### src/hw/rtl/gepa_pkg.sv
`default_nettype none

package gepa_pkg;

    localparam int CMD_W  = 2;
    localparam int GRP_W  = 4;
    localparam int EIDX_W = 7;
    localparam int RES_W  = 6;
    localparam int ST_W   = 3;

    typedef enum logic [CMD_W-1:0] {
        CMD_ALLOC,
        CMD_FREE,
        CMD_FIRST,
        CMD_NEXT
    } t_cmd;

    typedef enum logic [ST_W-1:0] {
        ST_OK,
        ST_EMPTY,
        ST_BAD_GROUP,
        ST_INACTIVE,
        ST_OUTSIDE,
        ST_END
    } t_status;

    typedef logic [GRP_W-1:0]  t_grp;
    typedef logic [EIDX_W-1:0] t_eidx;
    typedef logic [RES_W-1:0]  t_res;

    localparam t_eidx END_MARK = '1;

endpackage

`default_nettype wire

### src/hw/rtl/grouped_entry_pool_allocator.sv
// A result word is registered in the output register when its command word executes in stage one.
// Throughput: one command word per cycle while the output side does not stall.
// Each command reads the link, group and free-stack memories once at acceptance, with
// forwarding from the command ahead, and all updates are written when it executes in stage one.
// Reset (synchronous, active low) empties every group and refills the free stack at once;
// there is no clearing pass, and the first word can be accepted right after reset.
`default_nettype none

module grouped_entry_pool_allocator #(
    parameter int POOL_ENTRIES = 64,
    parameter int MAX_GROUP    = 7
) (
    input  wire logic                          i_clk,
    input  wire logic                          i_rst_n,
    input  wire logic                          i_in_valid,
    output logic                               o_in_stall,
    input  wire logic [gepa_pkg::CMD_W-1:0]    i_cmd,
    input  wire logic [gepa_pkg::GRP_W-1:0]    i_group_id,
    input  wire logic [gepa_pkg::EIDX_W-1:0]   i_entry_index,
    output logic                               o_out_valid,
    input  wire logic                          i_out_stall,
    output logic [gepa_pkg::ST_W-1:0]          o_status,
    output logic [gepa_pkg::RES_W-1:0]         o_result_index
);

    localparam int AW  = $clog2(POOL_ENTRIES);
    localparam int CW  = $clog2(POOL_ENTRIES + 1);
    localparam int NG  = MAX_GROUP + 1;
    localparam int GAW = (NG > 1) ? $clog2(NG) : 1;

    typedef logic [AW-1:0]  t_addr;
    typedef logic [CW-1:0]  t_cnt;
    typedef logic [GAW-1:0] t_gaddr;

    // Stage one: accepted command word and registered memory reads.
    logic                r_vld;
    gepa_pkg::t_cmd      r_cmd;
    gepa_pkg::t_grp      r_grp;
    gepa_pkg::t_eidx     r_idx;

    t_addr               m_next  [POOL_ENTRIES];
    t_addr               m_prev  [POOL_ENTRIES];
    gepa_pkg::t_grp      m_group [POOL_ENTRIES];
    t_addr               m_stack [POOL_ENTRIES];

    t_addr               r_next_mem;
    logic                r_next_fwd;
    t_addr               r_next_fdat;
    t_addr               r_prev_mem;
    logic                r_prev_fwd;
    t_addr               r_prev_fdat;
    gepa_pkg::t_grp      r_group_mem;
    logic                r_group_fwd;
    gepa_pkg::t_grp      r_group_fdat;
    t_addr               r_top_mem;
    logic                r_top_use_mem;
    t_addr               r_top_alt;

    // Pool state held in flip-flops.
    logic                r_fs_vld [POOL_ENTRIES];
    logic                r_active [POOL_ENTRIES];
    gepa_pkg::t_eidx     r_head   [NG];
    gepa_pkg::t_eidx     r_tail   [NG];
    t_cnt                r_count;

    // Output register.
    logic                r_out_vld;
    gepa_pkg::t_status   r_status;
    gepa_pkg::t_res      r_result;

    logic                accept;
    logic                exec;
    t_addr               rd_next;
    t_addr               rd_prev;
    gepa_pkg::t_grp      rd_group;
    t_addr               top;
    t_addr               ia;
    logic                idx_ok;
    logic                act;
    logic                grp_ok;
    gepa_pkg::t_grp      gsel;
    t_gaddr              gi;
    gepa_pkg::t_eidx     head_g;
    gepa_pkg::t_eidx     tail_g;
    gepa_pkg::t_eidx     p_link;
    gepa_pkg::t_eidx     n_link;

    gepa_pkg::t_status   n_status;
    gepa_pkg::t_res      n_result;
    t_cnt                n_count;
    logic                we_next;
    t_addr               wa_next;
    t_addr               wd_next;
    logic                we_prev;
    t_addr               wa_prev;
    t_addr               wd_prev;
    logic                we_group;
    t_addr               wa_group;
    gepa_pkg::t_grp      wd_group;
    logic                we_stack;
    t_addr               wa_stack;
    t_addr               wd_stack;
    logic                set_act;
    logic                clr_act;
    t_addr               act_addr;
    logic                we_head;
    gepa_pkg::t_eidx     wd_head;
    logic                we_tail;
    gepa_pkg::t_eidx     wd_tail;

    t_cnt                top_cnt;
    t_addr               top_addr;
    t_addr               rd_addr;
    logic                top_fwd;

    assign exec       = r_vld && (!r_out_vld || !i_out_stall);
    assign o_in_stall = r_vld && !exec;
    assign accept     = i_in_valid && !o_in_stall;

    assign rd_next  = r_next_fwd  ? r_next_fdat  : r_next_mem;
    assign rd_prev  = r_prev_fwd  ? r_prev_fdat  : r_prev_mem;
    assign rd_group = r_group_fwd ? r_group_fdat : r_group_mem;
    assign top      = r_top_use_mem ? r_top_mem : r_top_alt;

    assign ia     = r_idx[AW-1:0];
    assign idx_ok = r_idx < gepa_pkg::t_eidx'(POOL_ENTRIES);
    assign act    = idx_ok && r_active[ia];
    assign grp_ok = r_grp <= gepa_pkg::t_grp'(MAX_GROUP);
    assign gsel   = (r_cmd inside {gepa_pkg::CMD_ALLOC, gepa_pkg::CMD_FIRST}) ? r_grp : rd_group;
    assign gi     = gsel[GAW-1:0];
    assign head_g = r_head[gi];
    assign tail_g = r_tail[gi];
    assign p_link = (head_g == r_idx) ? gepa_pkg::END_MARK : gepa_pkg::t_eidx'(rd_prev);
    assign n_link = (tail_g == r_idx) ? gepa_pkg::END_MARK : gepa_pkg::t_eidx'(rd_next);

    always_comb begin
        n_status = gepa_pkg::ST_OK;
        n_result = '0;
        n_count  = r_count;
        we_next  = 1'b0;
        wa_next  = '0;
        wd_next  = '0;
        we_prev  = 1'b0;
        wa_prev  = '0;
        wd_prev  = '0;
        we_group = 1'b0;
        wa_group = '0;
        wd_group = '0;
        we_stack = 1'b0;
        wa_stack = '0;
        wd_stack = '0;
        set_act  = 1'b0;
        clr_act  = 1'b0;
        act_addr = '0;
        we_head  = 1'b0;
        wd_head  = gepa_pkg::END_MARK;
        we_tail  = 1'b0;
        wd_tail  = gepa_pkg::END_MARK;
        if (exec) begin
            case (r_cmd)
                gepa_pkg::CMD_ALLOC: begin
                    if (r_count == '0) begin
                        n_status = gepa_pkg::ST_EMPTY;
                    end else if (!grp_ok) begin
                        n_status = gepa_pkg::ST_BAD_GROUP;
                    end else begin
                        n_count = r_count - t_cnt'(1);
                        if (tail_g != gepa_pkg::END_MARK) begin
                            we_next = 1'b1;
                            wa_next = tail_g[AW-1:0];
                            wd_next = top;
                        end else begin
                            we_head = 1'b1;
                            wd_head = gepa_pkg::t_eidx'(top);
                        end
                        we_prev  = 1'b1;
                        wa_prev  = top;
                        wd_prev  = tail_g[AW-1:0];
                        we_tail  = 1'b1;
                        wd_tail  = gepa_pkg::t_eidx'(top);
                        we_group = 1'b1;
                        wa_group = top;
                        wd_group = r_grp;
                        set_act  = 1'b1;
                        act_addr = top;
                        n_result = gepa_pkg::t_res'(top);
                    end
                end
                gepa_pkg::CMD_FREE: begin
                    if (!idx_ok) begin
                        n_status = gepa_pkg::ST_OUTSIDE;
                    end else if (!act) begin
                        n_status = gepa_pkg::ST_INACTIVE;
                    end else begin
                        if (p_link != gepa_pkg::END_MARK) begin
                            we_next = 1'b1;
                            wa_next = p_link[AW-1:0];
                            wd_next = n_link[AW-1:0];
                        end else begin
                            we_head = 1'b1;
                            wd_head = n_link;
                        end
                        if (n_link != gepa_pkg::END_MARK) begin
                            we_prev = 1'b1;
                            wa_prev = n_link[AW-1:0];
                            wd_prev = p_link[AW-1:0];
                        end else begin
                            we_tail = 1'b1;
                            wd_tail = p_link;
                        end
                        clr_act  = 1'b1;
                        act_addr = ia;
                        if (r_count < t_cnt'(POOL_ENTRIES)) begin
                            we_stack = 1'b1;
                            wa_stack = r_count[AW-1:0];
                            wd_stack = ia;
                            n_count  = r_count + t_cnt'(1);
                        end
                    end
                end
                gepa_pkg::CMD_FIRST: begin
                    if (!grp_ok) begin
                        n_status = gepa_pkg::ST_BAD_GROUP;
                    end else if (head_g == gepa_pkg::END_MARK) begin
                        n_status = gepa_pkg::ST_END;
                    end else begin
                        n_result = gepa_pkg::t_res'(head_g[AW-1:0]);
                    end
                end
                gepa_pkg::CMD_NEXT: begin
                    if (!idx_ok) begin
                        n_status = gepa_pkg::ST_OUTSIDE;
                    end else if (!act) begin
                        n_status = gepa_pkg::ST_INACTIVE;
                    end else if (tail_g == r_idx) begin
                        n_status = gepa_pkg::ST_END;
                    end else begin
                        n_result = gepa_pkg::t_res'(rd_next);
                    end
                end
                default: begin
                    n_status = gepa_pkg::ST_OK;
                end
            endcase
        end
    end

    // The stack top for the next word is read at the count left by the word ahead.
    assign top_cnt  = n_count - t_cnt'(1);
    assign top_addr = top_cnt[AW-1:0];
    assign top_fwd  = we_stack && (wa_stack == top_addr);
    assign rd_addr  = i_entry_index[AW-1:0];

    always_ff @(posedge i_clk) begin
        if (!i_rst_n) begin
            r_vld     <= 1'b0;
            r_out_vld <= 1'b0;
            r_count   <= t_cnt'(POOL_ENTRIES);
            for (int k = 0; k < POOL_ENTRIES; k++) begin
                r_active[k] <= 1'b0;
                r_fs_vld[k] <= 1'b0;
            end
            for (int k = 0; k < NG; k++) begin
                r_head[k] <= gepa_pkg::END_MARK;
                r_tail[k] <= gepa_pkg::END_MARK;
            end
        end else begin
            if (accept) begin
                r_vld <= 1'b1;
            end else if (exec) begin
                r_vld <= 1'b0;
            end
            if (exec) begin
                r_out_vld <= 1'b1;
            end else if (!i_out_stall) begin
                r_out_vld <= 1'b0;
            end
            r_count <= n_count;
            if (set_act) begin
                r_active[act_addr] <= 1'b1;
            end else if (clr_act) begin
                r_active[act_addr] <= 1'b0;
            end
            if (we_stack) begin
                r_fs_vld[wa_stack] <= 1'b1;
            end
            if (we_head) begin
                r_head[gi] <= wd_head;
            end
            if (we_tail) begin
                r_tail[gi] <= wd_tail;
            end
        end
    end

    always_ff @(posedge i_clk) begin
        if (we_next) begin
            m_next[wa_next] <= wd_next;
        end
        if (we_prev) begin
            m_prev[wa_prev] <= wd_prev;
        end
        if (we_group) begin
            m_group[wa_group] <= wd_group;
        end
        if (we_stack) begin
            m_stack[wa_stack] <= wd_stack;
        end
        if (accept) begin
            r_cmd         <= gepa_pkg::t_cmd'(i_cmd);
            r_grp         <= i_group_id;
            r_idx         <= i_entry_index;
            r_next_mem    <= m_next[rd_addr];
            r_next_fwd    <= we_next && (wa_next == rd_addr);
            r_next_fdat   <= wd_next;
            r_prev_mem    <= m_prev[rd_addr];
            r_prev_fwd    <= we_prev && (wa_prev == rd_addr);
            r_prev_fdat   <= wd_prev;
            r_group_mem   <= m_group[rd_addr];
            r_group_fwd   <= we_group && (wa_group == rd_addr);
            r_group_fdat  <= wd_group;
            r_top_mem     <= m_stack[top_addr];
            r_top_use_mem <= r_fs_vld[top_addr] && !top_fwd;
            r_top_alt     <= top_fwd ? wd_stack : top_addr;
        end
        if (exec) begin
            r_status <= n_status;
            r_result <= n_result;
        end
    end

    assign o_out_valid    = r_out_vld;
    assign o_status       = r_status;
    assign o_result_index = r_result;

endmodule

`default_nettype wire

### config.mk
export PLATFORM = sky130hd
export DESIGN_NAME = grouped_entry_pool_allocator
export DESIGN_NICKNAME = d
export VERILOG_FILES = /design/src/hw/rtl/gepa_pkg.sv /design/src/hw/rtl/grouped_entry_pool_allocator.sv
export SDC_FILE = /design/constraint.sdc
export NUM_CORES = 2
export LEC_CHECK = 0
export BUFFER_PORTS_ARGS = -buffer_cell sky130_fd_sc_hd__buf_2
export CORE_MARGIN = 3
export CORE_UTILIZATION = 60
export CTS_CLUSTER_DIAMETER = 80
export DETAILED_ROUTE_END_ITERATION = 8
export PLACE_DENSITY_LB_ADDON = 0.08
export SLEW_MARGIN = 10
export SYNTH_ARGS = -nofsm -noshare
export SYNTH_HDL_FRONTEND = slang
export SYNTH_SLANG_ARGS = --single-unit
### constraint.sdc
create_clock -name i_clk -period 7 [get_ports i_clk]
set_input_delay 1.4 -clock i_clk [delete_from_list [all_inputs] [get_ports i_clk]]
set_output_delay 1.4 -clock i_clk [all_outputs]
set_load 0.02 [all_outputs]
==> results.sh <==
export IMPL_cts_path_max_buffers=3
export IMPL_clkSinkCount=1667
export IMPL_clk_pin_slew_worst_paths_ns=0.06
export IMPL_first_pass_iters=8
export IMPL_grt_pass1_wl_um=242600
export IMPL_cts_resized=0
export IMPL_crit_path_max_fanout=18
export IMPL_drc_errors=0
export IMPL_pin_count=28
export IMPL_r2r_end="m_prev[56][5]"
export IMPL_synthArstFlopShare=0
export IMPL_rr_worst_depth=12
export IMPL_min_path_type="flip-flop to flip-flop"
export IMPL_finClkSkew_ns=0.03864
export IMPL_cts_hold_buf=0
export IMPL_port_buffers=27
export IMPL_totalWireLength_um=161700
export IMPL_dr_total_vias=36900
export IMPL_grt_usage=0.2792
export IMPL_yosysWarnings=0
export IMPL_holdCritStartpoint="r_fs_vld[36]"
export IMPL_setup_viol=0
export IMPL_synth_nets=3898
export IMPL_fill_cells=7337
export IMPL_yosys_register_bits=1667
export IMPL_setup_tns_final_ns=0
export IMPL_slew_headroom=0.1556
export IMPL_min_path_cells=1
export IMPL_hold_viol=0
export IMPL_cts_root_buf="clkbuf_16"
export IMPL_antenna_found_initial=0
export IMPL_period_needed_ns=6.647
export IMPL_tightest_slew_ns=1.267
export IMPL_p_leak_nw=25.03
export IMPL_seqCellArea_um2=48630
export IMPL_die_x_um=343.1
export IMPL_drtIter0Drc=4460
export IMPL_endpoint_kind="flip-flop"
export IMPL_powerDensity_nw_per_um2=276.6
export IMPL_synth_top_area_share=0.6712
export IMPL_grt_pass1_vias=37010
export IMPL_area_delta_synth_final_pct=11.15
export IMPL_dp_cells=5271
export IMPL_die_h_um=343.1
export IMPL_arrival_ns=7.01
export IMPL_ir_worst_vdd_mv=0.2332
export IMPL_gp_congestion=0.8820
export IMPL_fmax_ghz=0.1504
export IMPL_postCtsSetupRepairBufs=0
export IMPL_clk_latency_ns=0.77
export IMPL_via_per_inst=6.608
export IMPL_ant_nets=0
export IMPL_synth_edf_count=1524
export IMPL_cts_buffers=167
export IMPL_drive_gt1_frac=0.2194
export IMPL_status="finished, final reports clean"
export IMPL_syn_inst=3877
export IMPL_synthTopCellsByArea="edfxtp_1 (67%), mux4_2 (14%), dfxtp_1 (4.2%)"
export IMPL_synth_top_area_cell="edfxtp_1"
export IMPL_rows=123
export IMPL_core_area_um2=112700
export IMPL_min_to="r_fs_vld[36]"
export IMPL_cts_htree_levels=4
export IMPL_min_period_over_period=0.9496
export IMPL_multi_input_area_um2=18750
export IMPL_synth_area_per_cell_um2=17.59
export IMPL_synthDistinctLibCells=94
export IMPL_fin_cells=5583
export IMPL_hpwl_um=102100
export IMPL_start_kind="flip-flop"
export IMPL_n_antenna_cell=0
export IMPL_finish_net_count=3962
export IMPL_rsz0062_at_grt="false"
export IMPL_maxSlewViolCount=0
export IMPL_max_cap_violations=0
export IMPL_cts_tree="yes"
export IMPL_crit_type="flip-flop to flip-flop"
export IMPL_grt_overflow=0
export IMPL_post_drt_wl_per_cell_um=28.95
export IMPL_die_area_um2=117700
export IMPL_crit_path_cell_trace="mux2_2 -> o22ai_1 -> a221oi_1 -> o311ai_1 -> a311oi_2 -> o21ai_1 -> buf_4 -> nor2_1 -> nand2b_1 -> o21ai_0 -> nand3_1 -> nor3_1"
export IMPL_synth_seq_area_share=0.7132
export IMPL_required_ns=7.37
export IMPL_grt_max_degree=97
export IMPL_synth_flop_cell="edfxtp_1"
export IMPL_reg2reg_setup_slack_ns=0.35
export IMPL_max_stage_delay_ns=1.04
export IMPL_start_util=0.6052
export IMPL_critPathSlowestCell="nor3_1"
export IMPL_synth_area_um2=68180
-- per-layer routing --
metal,share of wire,GRT usage,vias up
met5,0,0,-
met2,0.49,0.4461,1831
met3,0.082,0.05166,351
li1,-,-,15620
met4,0.034,0.09318,0
met1,0.39,0.3961,19090
-- logic make-up (layout without fill, tap and decap cells) --
family,Yosys count,count (layout),share of synthesized area
XOR/XNOR,35,35,0.004606
adder cells (fa/ha/maj),4,4,0.0007341
flip-flops,1667,1667,0.7132
AND/OR/NAND/NOR,970,970,0.06316
AO/OA/AOI/OAI,393,393,0.03958
buffers and inverters,239,445,0.01420
multiplexers,569,569,0.1645
-- area by class of cell --
cell class | count | area share
sequential | 1667 | 0.6416
multi-input combinational | 1971 | 0.2475
clock buffer | 217 | 0.06048
tap | 1500 | 0.02476
clock inverter | 94 | 0.01289
timing repair buffer | 109 | 0.01142
inverter | 25 | 0.001337
-- worst max-delay path by stage --
stage	to	slack, ns	cells after the start
5_1_grt	m_prev[56][5]	0.14	12
2_1_floorplan	r_top_mem[3]	1.18	21
3_3_place_gp	m_prev[56][1]	0.61	12
3_5_place_dp	m_prev[56][3]	0.46	12
6_report	m_prev[56][5]	0.35	12
4_1_cts	m_prev[56][5]	0.50	12
-- state kept, by name (all words and copies together) (netlist names), 7 cells and up, named ones only --
signal    flops
m_group     192
m_next      384
m_prev      384
m_stack     384
r_active     64
r_count       7
r_fs_vld     64
r_head       56
r_idx         7
r_tail       56
-- per-stage QoR --
| stage | hold WS (ns) | total power (W) | setup WS (ns) | util | instance area, um^2 |
|---|---|---|---|---|---|
| detailed placement | 0.4487 | 0.01218 | 0.4628 | 0.6232 | 70200 |
| global route | 0.4776 | 0.02155 | 0.1426 | 0.6727 | 75790 |
| floorplan | 0.4341 | 0.01179 | 1.182 | - | 68180 |
| global placement | 0.4421 | 0.01217 | 0.6062 | 0.6232 | 70200 |
| CTS | 0.4620 | 0.02107 | 0.4993 | 0.6725 | 75760 |
| finish | 0.4590 | 0.02097 | 0.3530 | 0.6727 | 75790 |
-- cells in the mapped netlist, types with 26 or more instances --
cell      count
edfxtp_1   1524
mux4_2      438
nor2_1      374
nand2_1     307
dfxtp_1     143
clkbuf_1    142
mux2i_1     110
o21ai_0      81
o21a_1       70
a21oi_1      67
nand3_1      66
nor3_1       50
and2_1       40
buf_1        38
a211oi_1     36
buf_2        26
nand4_1      26
-- layout by cell type (no fill, tap or decap), drive strengths merged, types with 7 or more instances in the layout --
cell | Yosys | layout
edfxtp | 1524 | 1524
mux4 | 438 | 438
nor2 | 376 | 376
nand2 | 308 | 308
clkbuf | 143 | 217
dfxtp | 143 | 143
mux2i | 111 | 111
buf | 71 | 109
o21ai | 89 | 89
a21oi | 71 | 71
o21a | 70 | 70
nand3 | 67 | 67
clkinv | 1 | 62
nor3 | 51 | 51
and2 | 42 | 42
a211oi | 36 | 36
inv | 24 | 31
nand4 | 26 | 26
xnor2 | 24 | 24
nand2b | 20 | 20
mux2 | 20 | 20
bufinv | 0 | 17
nor2b | 14 | 14
nor4 | 14 | 14
o22ai | 14 | 14
a31o | 11 | 11
xor2 | 11 | 11
a31oi | 10 | 10
and3 | 10 | 10
or3 | 9 | 9
o22a | 9 | 9
a21o | 9 | 9
clkinvlp | 0 | 9
o221ai | 8 | 8
or2 | 8 | 8
o211ai | 8 | 8
o31ai | 7 | 7
-- critical path: cells and delay by family (launching register included) --
| kind | cells | cell delay (ns) |
|---|---|---|
| AO/OA/AOI/OAI | 6 | 1.79 |
| AND/OR/NAND/NOR | 4 | 2.91 |
| buffers and inverters | 1 | 0.20 |
| multiplexers | 1 | 0.33 |
| flip-flops | 1 | 1.00 |
-- power breakdown --
group / switching, W / internal (W) / total [W]
Clock: 0.00372 / 0.00526 / 0.00898
Combinational: 0.000721 / 0.000426 / 0.00115
Sequential: 0.0000477 / 0.0108 / 0.0108
No activity file was read; power rests on OpenSTA's default activity.
